[src/hdl/qsu16_pkg.sv]
// ----------------------------------------------------------------------------
// qsu16_pkg
// Shared types, character codes and helpers of the quoted string decoder.
// ----------------------------------------------------------------------------
package qsu16_pkg;

    // Parser phase, one-hot.
    typedef enum logic [4:0] {
        PH_IDLE  = 5'b00001,
        PH_BODY  = 5'b00010,
        PH_ESC   = 5'b00100,
        PH_UOPEN = 5'b01000,
        PH_HEX   = 5'b10000
    } t_phase;

    // Result kinds.
    localparam logic [1:0] KIND_UNIT = 2'd0;
    localparam logic [1:0] KIND_DONE = 2'd1;
    localparam logic [1:0] KIND_FAIL = 2'd2;

    // Error codes.
    localparam logic [2:0] ERR_NONE     = 3'd0;
    localparam logic [2:0] ERR_NO_OPEN  = 3'd1;
    localparam logic [2:0] ERR_UNTERM   = 3'd2;
    localparam logic [2:0] ERR_ESCAPE   = 3'd3;
    localparam logic [2:0] ERR_HEX      = 3'd4;
    localparam logic [2:0] ERR_CODEPT   = 3'd5;
    localparam logic [2:0] ERR_OVERFLOW = 3'd6;
    localparam logic [2:0] ERR_EMPTY    = 3'd7;

    // Source characters of interest.
    localparam logic [15:0] CH_NUL    = 16'h0000;
    localparam logic [15:0] CH_TAB    = 16'h0009;
    localparam logic [15:0] CH_LF     = 16'h000A;
    localparam logic [15:0] CH_CR     = 16'h000D;
    localparam logic [15:0] CH_QUOTE  = 16'h0022;
    localparam logic [15:0] CH_BSLASH = 16'h005C;
    localparam logic [15:0] CH_N      = 16'h006E;
    localparam logic [15:0] CH_T      = 16'h0074;
    localparam logic [15:0] CH_U      = 16'h0075;
    localparam logic [15:0] CH_LBRACE = 16'h007B;
    localparam logic [15:0] CH_RBRACE = 16'h007D;

    // Code point limits.
    localparam logic [27:0] CP_MAX       = 28'h010FFFF;
    localparam logic [27:0] CP_SURR_LO   = 28'h000D800;
    localparam logic [27:0] CP_SURR_HI   = 28'h000DFFF;
    localparam logic [27:0] CP_PLANE1    = 28'h0010000;
    localparam logic [15:0] HIGH_SURR    = 16'hD800;
    localparam logic [15:0] LOW_SURR     = 16'hDC00;
    localparam logic [15:0] CASE_BIT     = 16'h0020;

    localparam int unsigned HEX_MAX_DIGITS = 7;

    // One result item.
    typedef struct packed {
        logic [1:0]  kind;
        logic [15:0] unit;
        logic [2:0]  error_code;
        logic [11:0] unit_count;
        logic        last;
    } t_result;

    // Hex digit decode: bit 4 set when the unit is a hex digit.
    function automatic logic [4:0] hex_decode(input logic [15:0] c);
        logic [15:0] lc;
        lc = c | CASE_BIT;
        if (c >= 16'h0030 && c <= 16'h0039) begin
            hex_decode = {1'b1, c[3:0]};
        end else if (lc >= 16'h0061 && lc <= 16'h0066) begin
            hex_decode = {1'b1, 4'(lc[3:0] + 4'd9)};
        end else begin
            hex_decode = 5'd0;
        end
    endfunction

endpackage

[src/hdl/quoted_string_unescape_utf16.sv]
// ----------------------------------------------------------------------------
// quoted_string_unescape_utf16
// Decodes a quoted, escaped string literal into a stream of UTF-16 units.
// ----------------------------------------------------------------------------
// Usage:
// The slave stream (s_axis_*) carries one UTF-16 source unit per item in
// tdata, with tuser set on the first unit of a new literal, which must be a
// double quote. The master stream (m_axis_*) carries the results: tuser holds
// the kind (decoded unit, literal done, literal failed), tdata the decoded
// unit, error code and running unit count, and tlast marks the final result
// caused by one source item. A code point above the basic plane leaves as a
// surrogate pair, so one source item can cause two result items.
// Each accepted item is decoded in the cycle it is accepted; its first result
// is shown on the master side in the next cycle. A two-entry result register
// sits between the sides: a new item is taken whenever that register is empty
// or its last entry leaves in the same cycle, so while results are taken at
// once one item per cycle is sustained; an item that produces a pair holds
// the input until the first half of the pair has left. When the receiver
// stalls, results wait in the register and the input stops as soon as a
// result is waiting unread. The capacity register is written through the
// cfg channel, which is always ready; the user must write it only while the
// block is idle, which the block itself does not enforce. Reset empties the
// result register, idles the parser and loads a capacity of 256.
// ----------------------------------------------------------------------------
module quoted_string_unescape_utf16
    import qsu16_pkg::*;
#(
    parameter int unsigned MAX_CAPACITY = 4096
) (
    input  logic        i_clk,
    input  logic        i_rst_n,
    // Capacity register write channel.
    input  logic        i_cfg_valid,
    output logic        o_cfg_ready,
    input  logic [12:0] i_cfg_data,
    // Source units.
    input  logic        s_axis_tvalid,
    output logic        s_axis_tready,
    input  logic [15:0] s_axis_tdata,  // [15:0] code_unit
    input  logic [0:0]  s_axis_tuser,  // [0] first
    // Results.
    output logic        m_axis_tvalid,
    input  logic        m_axis_tready,
    output logic [31:0] m_axis_tdata,  // [15:0] unit, [18:16] error_code,
                                       // [30:19] unit_count, [31] zero
    output logic [1:0]  m_axis_tuser,  // [1:0] kind
    output logic        m_axis_tlast
);

    // Effective capacity never exceeds what the 13-bit register can hold.
    localparam logic [12:0] CAP_CLIP =
        (MAX_CAPACITY > 8191) ? 13'd8191 : 13'(MAX_CAPACITY);

    // Configuration and parser state.
    logic [12:0] r_capacity;
    t_phase      r_phase,  n_phase;
    logic [27:0] r_acc,    n_acc;
    logic [2:0]  r_digits, n_digits;
    logic [12:0] r_units,  n_units;

    // Two-entry result register.
    t_result     r_res0, r_res1;
    logic [1:0]  r_cnt;

    // Decode of the current item.
    logic [15:0] c;
    logic        first;
    logic        accept;
    logic        drain;
    logic [4:0]  hex;
    logic [12:0] eff_cap;
    logic [12:0] base_units;
    logic        do_push;
    logic [27:0] push_cp;
    logic [19:0] pair_v;
    logic        act_fail;
    logic [2:0]  fail_err;
    logic        act_done;
    logic [1:0]  new_cnt;
    t_result     new_res0, new_res1;

    assign c       = s_axis_tdata;
    assign first   = s_axis_tuser[0];
    assign hex     = hex_decode(c);
    assign eff_cap = (r_capacity > CAP_CLIP) ? CAP_CLIP : r_capacity;
    assign pair_v  = 20'(push_cp - CP_PLANE1);

    assign o_cfg_ready   = 1'b1;
    assign drain         = m_axis_tvalid && m_axis_tready;
    // Take a new item when the result register is empty or about to be.
    assign s_axis_tready = (r_cnt == 2'd0) || ((r_cnt == 2'd1) && m_axis_tready);
    assign accept        = s_axis_tvalid && s_axis_tready;

    // Parser step: first decide the action, then size up any code point.
    always_comb begin
        n_phase    = r_phase;
        n_acc      = r_acc;
        n_digits   = r_digits;
        n_units    = r_units;
        do_push    = 1'b0;
        push_cp    = '0;
        act_fail   = 1'b0;
        fail_err   = ERR_NONE;
        act_done   = 1'b0;
        base_units = first ? 13'd0 : r_units;

        if (first) begin
            n_units  = '0;
            n_acc    = '0;
            n_digits = '0;
            if (c != CH_QUOTE) begin
                act_fail = 1'b1;
                fail_err = ERR_NO_OPEN;
            end else begin
                n_phase = PH_BODY;
            end
        end else begin
            case (r_phase)
                PH_IDLE: begin
                    n_phase = PH_IDLE;
                end
                PH_BODY: begin
                    if (c == CH_NUL || c == CH_LF || c == CH_CR) begin
                        act_fail = 1'b1;
                        fail_err = ERR_UNTERM;
                    end else if (c == CH_QUOTE) begin
                        if (r_units == '0) begin
                            act_fail = 1'b1;
                            fail_err = ERR_EMPTY;
                        end else begin
                            act_done = 1'b1;
                            n_phase  = PH_IDLE;
                        end
                    end else if (c == CH_BSLASH) begin
                        n_phase = PH_ESC;
                    end else begin
                        do_push = 1'b1;
                        push_cp = 28'(c);
                    end
                end
                PH_ESC: begin
                    if (c == CH_QUOTE || c == CH_BSLASH) begin
                        do_push = 1'b1;
                        push_cp = 28'(c);
                    end else if (c == CH_N) begin
                        do_push = 1'b1;
                        push_cp = 28'(CH_LF);
                    end else if (c == CH_T) begin
                        do_push = 1'b1;
                        push_cp = 28'(CH_TAB);
                    end else if (c == CH_U) begin
                        n_phase = PH_UOPEN;
                    end else begin
                        act_fail = 1'b1;
                        fail_err = ERR_ESCAPE;
                    end
                end
                PH_UOPEN: begin
                    if (c != CH_LBRACE) begin
                        act_fail = 1'b1;
                        fail_err = ERR_ESCAPE;
                    end else begin
                        n_acc    = '0;
                        n_digits = '0;
                        n_phase  = PH_HEX;
                    end
                end
                PH_HEX: begin
                    if (hex[4] && (r_digits < 3'(HEX_MAX_DIGITS))) begin
                        n_acc    = {r_acc[23:0], hex[3:0]};
                        n_digits = r_digits + 3'd1;
                    end else if (c == CH_RBRACE && r_digits != '0) begin
                        do_push = 1'b1;
                        push_cp = r_acc;
                    end else begin
                        act_fail = 1'b1;
                        fail_err = ERR_HEX;
                    end
                end
                default: begin
                    n_phase = PH_IDLE;
                end
            endcase
        end

        // Code point output: range check, then room check against capacity.
        new_cnt  = 2'd0;
        new_res0 = '0;
        new_res1 = '0;
        if (do_push) begin
            if (push_cp == '0 || push_cp > CP_MAX ||
                (push_cp >= CP_SURR_LO && push_cp <= CP_SURR_HI)) begin
                act_fail = 1'b1;
                fail_err = ERR_CODEPT;
            end else if (push_cp >= CP_PLANE1) begin
                if ({1'b0, base_units} + 14'd2 >= {1'b0, eff_cap}) begin
                    act_fail = 1'b1;
                    fail_err = ERR_OVERFLOW;
                end else begin
                    n_units             = base_units + 13'd2;
                    n_phase             = PH_BODY;
                    new_cnt             = 2'd2;
                    new_res0.kind       = KIND_UNIT;
                    new_res0.unit       = HIGH_SURR + 16'(pair_v[19:10]);
                    new_res0.unit_count = 12'(base_units + 13'd1);
                    new_res1.kind       = KIND_UNIT;
                    new_res1.unit       = LOW_SURR + 16'(pair_v[9:0]);
                    new_res1.unit_count = 12'(base_units + 13'd2);
                    new_res1.last       = 1'b1;
                end
            end else begin
                if ({1'b0, base_units} + 14'd1 >= {1'b0, eff_cap}) begin
                    act_fail = 1'b1;
                    fail_err = ERR_OVERFLOW;
                end else begin
                    n_units             = base_units + 13'd1;
                    n_phase             = PH_BODY;
                    new_cnt             = 2'd1;
                    new_res0.kind       = KIND_UNIT;
                    new_res0.unit       = push_cp[15:0];
                    new_res0.unit_count = 12'(base_units + 13'd1);
                    new_res0.last       = 1'b1;
                end
            end
        end

        if (act_fail) begin
            // A failure reports the units produced before the error.
            n_phase             = PH_IDLE;
            n_units             = base_units;
            new_cnt             = 2'd1;
            new_res0            = '0;
            new_res0.kind       = KIND_FAIL;
            new_res0.error_code = fail_err;
            new_res0.unit_count = base_units[11:0];
            new_res0.last       = 1'b1;
        end else if (act_done) begin
            new_cnt             = 2'd1;
            new_res0            = '0;
            new_res0.kind       = KIND_DONE;
            new_res0.unit_count = r_units[11:0];
            new_res0.last       = 1'b1;
        end
    end

    // Capacity register.
    always_ff @(posedge i_clk) begin
        if (!i_rst_n) begin
            r_capacity <= 13'd256;
        end else if (i_cfg_valid && o_cfg_ready) begin
            r_capacity <= i_cfg_data;
        end
    end

    // Parser state advances only on an accepted item.
    always_ff @(posedge i_clk) begin
        if (!i_rst_n) begin
            r_phase  <= PH_IDLE;
            r_acc    <= '0;
            r_digits <= '0;
            r_units  <= '0;
        end else if (accept) begin
            r_phase  <= n_phase;
            r_acc    <= n_acc;
            r_digits <= n_digits;
            r_units  <= n_units;
        end
    end

    // Result register fill count.
    always_ff @(posedge i_clk) begin
        if (!i_rst_n) begin
            r_cnt <= 2'd0;
        end else if (accept) begin
            r_cnt <= new_cnt;
        end else if (drain) begin
            r_cnt <= r_cnt - 2'd1;
        end
    end

    // Result register payload; the second entry moves up as the first leaves.
    always_ff @(posedge i_clk) begin
        if (accept) begin
            r_res0 <= new_res0;
            r_res1 <= new_res1;
        end else if (drain && r_cnt == 2'd2) begin
            r_res0 <= r_res1;
        end
    end

    assign m_axis_tvalid = (r_cnt != 2'd0);
    assign m_axis_tdata  = {1'b0, r_res0.unit_count, r_res0.error_code, r_res0.unit};
    assign m_axis_tuser  = r_res0.kind;
    assign m_axis_tlast  = r_res0.last;

    // The register never holds more than a pair.
    a_cnt_bound: assert property (@(posedge i_clk) disable iff (!i_rst_n)
        r_cnt != 2'd3)
        else $error("result register over-full");

    // A full register must block the input.
    a_no_accept_full: assert property (@(posedge i_clk) disable iff (!i_rst_n)
        (r_cnt == 2'd2) |-> !s_axis_tready)
        else $error("item accepted while a pair is pending");

    // A shown result without tlast is the high half of a pair still queued.
    a_pair_order: assert property (@(posedge i_clk) disable iff (!i_rst_n)
        (m_axis_tvalid && !m_axis_tlast) |->
            (r_cnt == 2'd2 && r_res0.kind == KIND_UNIT && r_res1.last))
        else $error("unterminated result group");

    // A failure result ends the literal.
    a_fail_idle: assert property (@(posedge i_clk) disable iff (!i_rst_n)
        (accept && new_cnt != 2'd0 && new_res0.kind == KIND_FAIL) |=>
            (r_phase == PH_IDLE))
        else $error("parser still active after a failure");

    // A failure always carries an error code and no unit.
    a_fail_code: assert property (@(posedge i_clk) disable iff (!i_rst_n)
        (m_axis_tvalid && m_axis_tuser == KIND_FAIL) |->
            (r_res0.error_code != ERR_NONE && r_res0.unit == 16'd0))
        else $error("failure result without an error code");

endmodule

[config.mk]
export PLATFORM = sky130hd
export DESIGN_NAME = quoted_string_unescape_utf16
export DESIGN_NICKNAME = d
export VERILOG_FILES = /design/src/hdl/qsu16_pkg.sv /design/src/hdl/quoted_string_unescape_utf16.sv
export SDC_FILE = /design/constraint.sdc
export NUM_CORES = 1
export LEC_CHECK = 0
export BUFFER_PORTS_ARGS = -buffer_cell sky130_fd_sc_hd__buf_2
export CAP_MARGIN = 20
export CORE_ASPECT_RATIO = 0.9
export CORE_MARGIN = 4
export CORE_UTILIZATION = 40
export DETAILED_ROUTE_END_ITERATION = 12
export SYNTH_ARGS = -nofsm -noshare
export SYNTH_HDL_FRONTEND = slang
export SYNTH_SLANG_ARGS = --single-unit
[constraint.sdc]
create_clock -name i_clk -period 14.4 [get_ports i_clk]
set_clock_uncertainty 0.15 [all_clocks]
set_input_delay 2.88 -clock i_clk [delete_from_list [all_inputs] [get_ports i_clk]]
set_output_delay 2.88 -clock i_clk [all_outputs]
set_load 0.05 [all_outputs]
==> impl_metrics.tcl <==
set metrics [dict create \
    hold_class "flop to flop" \
    cp_num_cells 20 \
    outcome "finished, final reports clean" \
    fp.dieH_um 143 \
    ir_worst_vdd_mv 0.0651 \
    grt_pass1_wl_mm 38.4 \
    numCtsBuffers 17 \
    dr.first_iter.drc_count 907 \
    hold_buffers 0 \
    slew_viol_final 0 \
    cp.required_ns 14.56 \
    place_ws_ns 5.38 \
    powerDensity_nw_per_um2 109 \
    cts_tree "done" \
    tightest_slew_ns 1.05 \
    antenna_found_initial 0 \
    max_freq_ghz 0.116 \
    drive_gt1_share_pct 14.3 \
    async_reset_ff_share_pct 0 \
    ys.warnings.count 0 \
    cp_common_cell "nand2_1" \
    numClockSinks 122 \
    routed_via_density 5.90 \
    p_leak_nw 3.46 \
    cp_slowest_stage_delay_ns 0.70 \
    r2r_cells 17 \
    nets 1056 \
    ys.flop_type "dfxtp_1" \
    ys_seq_area_share_pct 37.3 \
    finalSetupViolations 0 \
    critical_path.cell_chain "buf_2, inv_1, nand2_1, inv_1, ha_1, nand3_1, nor4_1, nand2_1, xnor2_1, nor2_1, ha_1, a21oi_1, nand2_1, a221o_1, a31oi_1, o211a_1, nor2_1, or3_1, and3_4, a22o_1" \
    finalSetupTns_ns 0 \
    ys_top_cells_by_count "nand2_1, nor2_1, dfxtp_1" \
    path_delay_family "simple AND/OR/NAND/NOR gates" \
    yosys-top-cells-area "edfxtp_1, dfxtp_1, ha_1, nand2_1, nor2_1" \
    syn_nets 1014 \
    wl_mm 24.5 \
    num_io_pins 73 \
    slowest_stage "nor4_1" \
    vias 7358 \
    grt_setup_unrepaired "no" \
    clock-root-buffer "clkbuf_16" \
    synth_top_cell_by_area "edfxtp_1" \
    coreArea_um2 19900 \
    drc 0 \
    globalRouteOverflowTotal 0 \
    maxSlewHeadroom_pct 30.3 \
    synth_edf_count 58 \
    cts.clk_slew.worst_paths_ns 0.06 \
    worst_hold_path.num_cells 2 \
    postSynthAreaPerCell_um2 8.63 \
    routedWlPerCell_um 19.6 \
    layout_setup_ws_ns 5.81 \
    drv_cap 0 \
    syn_inst 938 \
    cts.path.max_buffers 2 \
    clk_latency_ns 0.42 \
    grt_pass1_vias 6891 \
    worst-r2r-setup-slack_ns 8.43 \
    syn_area_um2 8100 \
    die_width_um 158 \
    path_class "input port to flop" \
    cp.arrival_ns 8.75 \
    portBuffers 70 \
    ant_nets 0 \
    critPathMaxFanout 30 \
    period_needed_ns 8.59 \
    ctsResizeCount 0 \
    rows 49 \
    cts_htree_levels 4 \
    yosysTopAreaCellShare_pct 21.5 \
    final-hold-violation-count 0 \
    finalCritPeriodShare_pct 59.6 \
    track_usage_pct 21.7 \
    synth-seq-cells 122 \
    syn_to_final_growth_pct 13.7 \
    start_kind "input port" \
    place.detailed.hpwl_mm 17.7 \
    critPathCaptureType "flop" \
    first_pass_iters 8 \
    initial_utilization_pct 40.6 \
    yosysUniqueCellTypes 96 \
    post_cts_buffers 0 \
    cp_num_buf_inv 3 \
    yosysMostFrequentCell "nand2_1" \
    diodes 0 \
    gp_congestion 0.948 \
    grt_max_degree 63 \
    dieArea_um2 22600 \
]
[cells in the final DEF, fill, tap and decap left out, types with 4 or more instances in the layout]
master     count
buf_2         70
o21ai_1        4
nand2b_1       7
a21oi_1       39
nand3_1       58
nor2_1        79
buf_4          9
a21boi_0      28
bufinv_16      4
or3_1          8
xor2_1        13
a211o_1        4
ha_1          41
nor2b_1       35
xnor2_1       17
and2_1         8
o2bb2ai_1      5
a22o_1         8
nand2_1      123
nor3_1        26
inv_1         25
clkbuf_16     17
dfxtp_1       64
a21o_1         6
o21a_1         5
a22oi_1       17
nand4_1       14
edfxtp_1      58
mux2i_1       17
nor4_1         9
and3_1        12
o31ai_1        9
a31oi_1       11
o22ai_1        5
o21ai_0       36
[cells by family after synthesis]
logic type | Yosys count | synth area share, %
xor gates and xnor gates | 30 | 3.25
buffers and inverters | 82 | 4.48
muxes | 18 | 2.24
AOI/OAI and AO/OA | 226 | 19.8
DFF | 122 | 37.3
adders and majority gates | 41 | 6.34
and+or+nand+nor | 417 | 26.4
other | 2 | 0.0928
[final timing paths]
path                                    start             to
worst max register to register     r_units[2]     r_units[9]
worst max-delay path             s_axis_tuser     r_units[9]
worst min register to register  r_capacity[8]  r_capacity[8]
worst min-delay path            r_capacity[8]  r_capacity[8]
[sequential cells by signal (all words and copies together), names as in the netlist]
signal / flops
m_axis_tdata: 31
r_acc: 28
r_res1: 24
r_capacity: 13
r_units: 13
r_phase: 5
r_digits: 3
m_axis_tuser: 2
r_cnt: 2
m_axis_tlast: 1
[worst min-delay path, delay by kind of cell, from the launching register on]
kind	cells	cell delay [ns]
flops	1	0.32
mux	1	0.06
simple gates	1	0.06
[cell type report]
type | count | area [µm²]
fillers | 1931 | 10700
inverters | 25 | 93.8
clock inverters | 12 | 175
multi-input cells | 734 | 4720
well taps | 255 | 319
repair buffers | 80 | 429
flip-flops and latches | 122 | 3020
clock buffers | 20 | 447
[stage by stage]
step	total power [mW]	hold slack (ns)	instances	area (µm²)	utilization (%)
final	1.00	0.321	1248	9210	46.2
after CTS	1.01	0.322	1247	9190	46.1
after floorplan	0.514	0.291	938	8100	-
after global placement	0.555	0.304	1215	8570	43.0
after detailed placement	0.556	0.311	1215	8570	43.0
after global routing	1.04	0.347	1248	9210	46.2
[layer usage]
layer,global-route usage [%],up-vias,routed length [µm]
met5,0,-,0
met4,6.42,0,573
met3,4.79,48,2210
met2,30.0,372,9670
met1,33.6,3423,12000
li1,-,3515,-
[power by group]
group          internal, mW  switching, mW
Combinational        0.0358          0.116
Sequential            0.391        0.00617
Clock                 0.293          0.159
No activity file was read; power rests on OpenSTA's default activity.
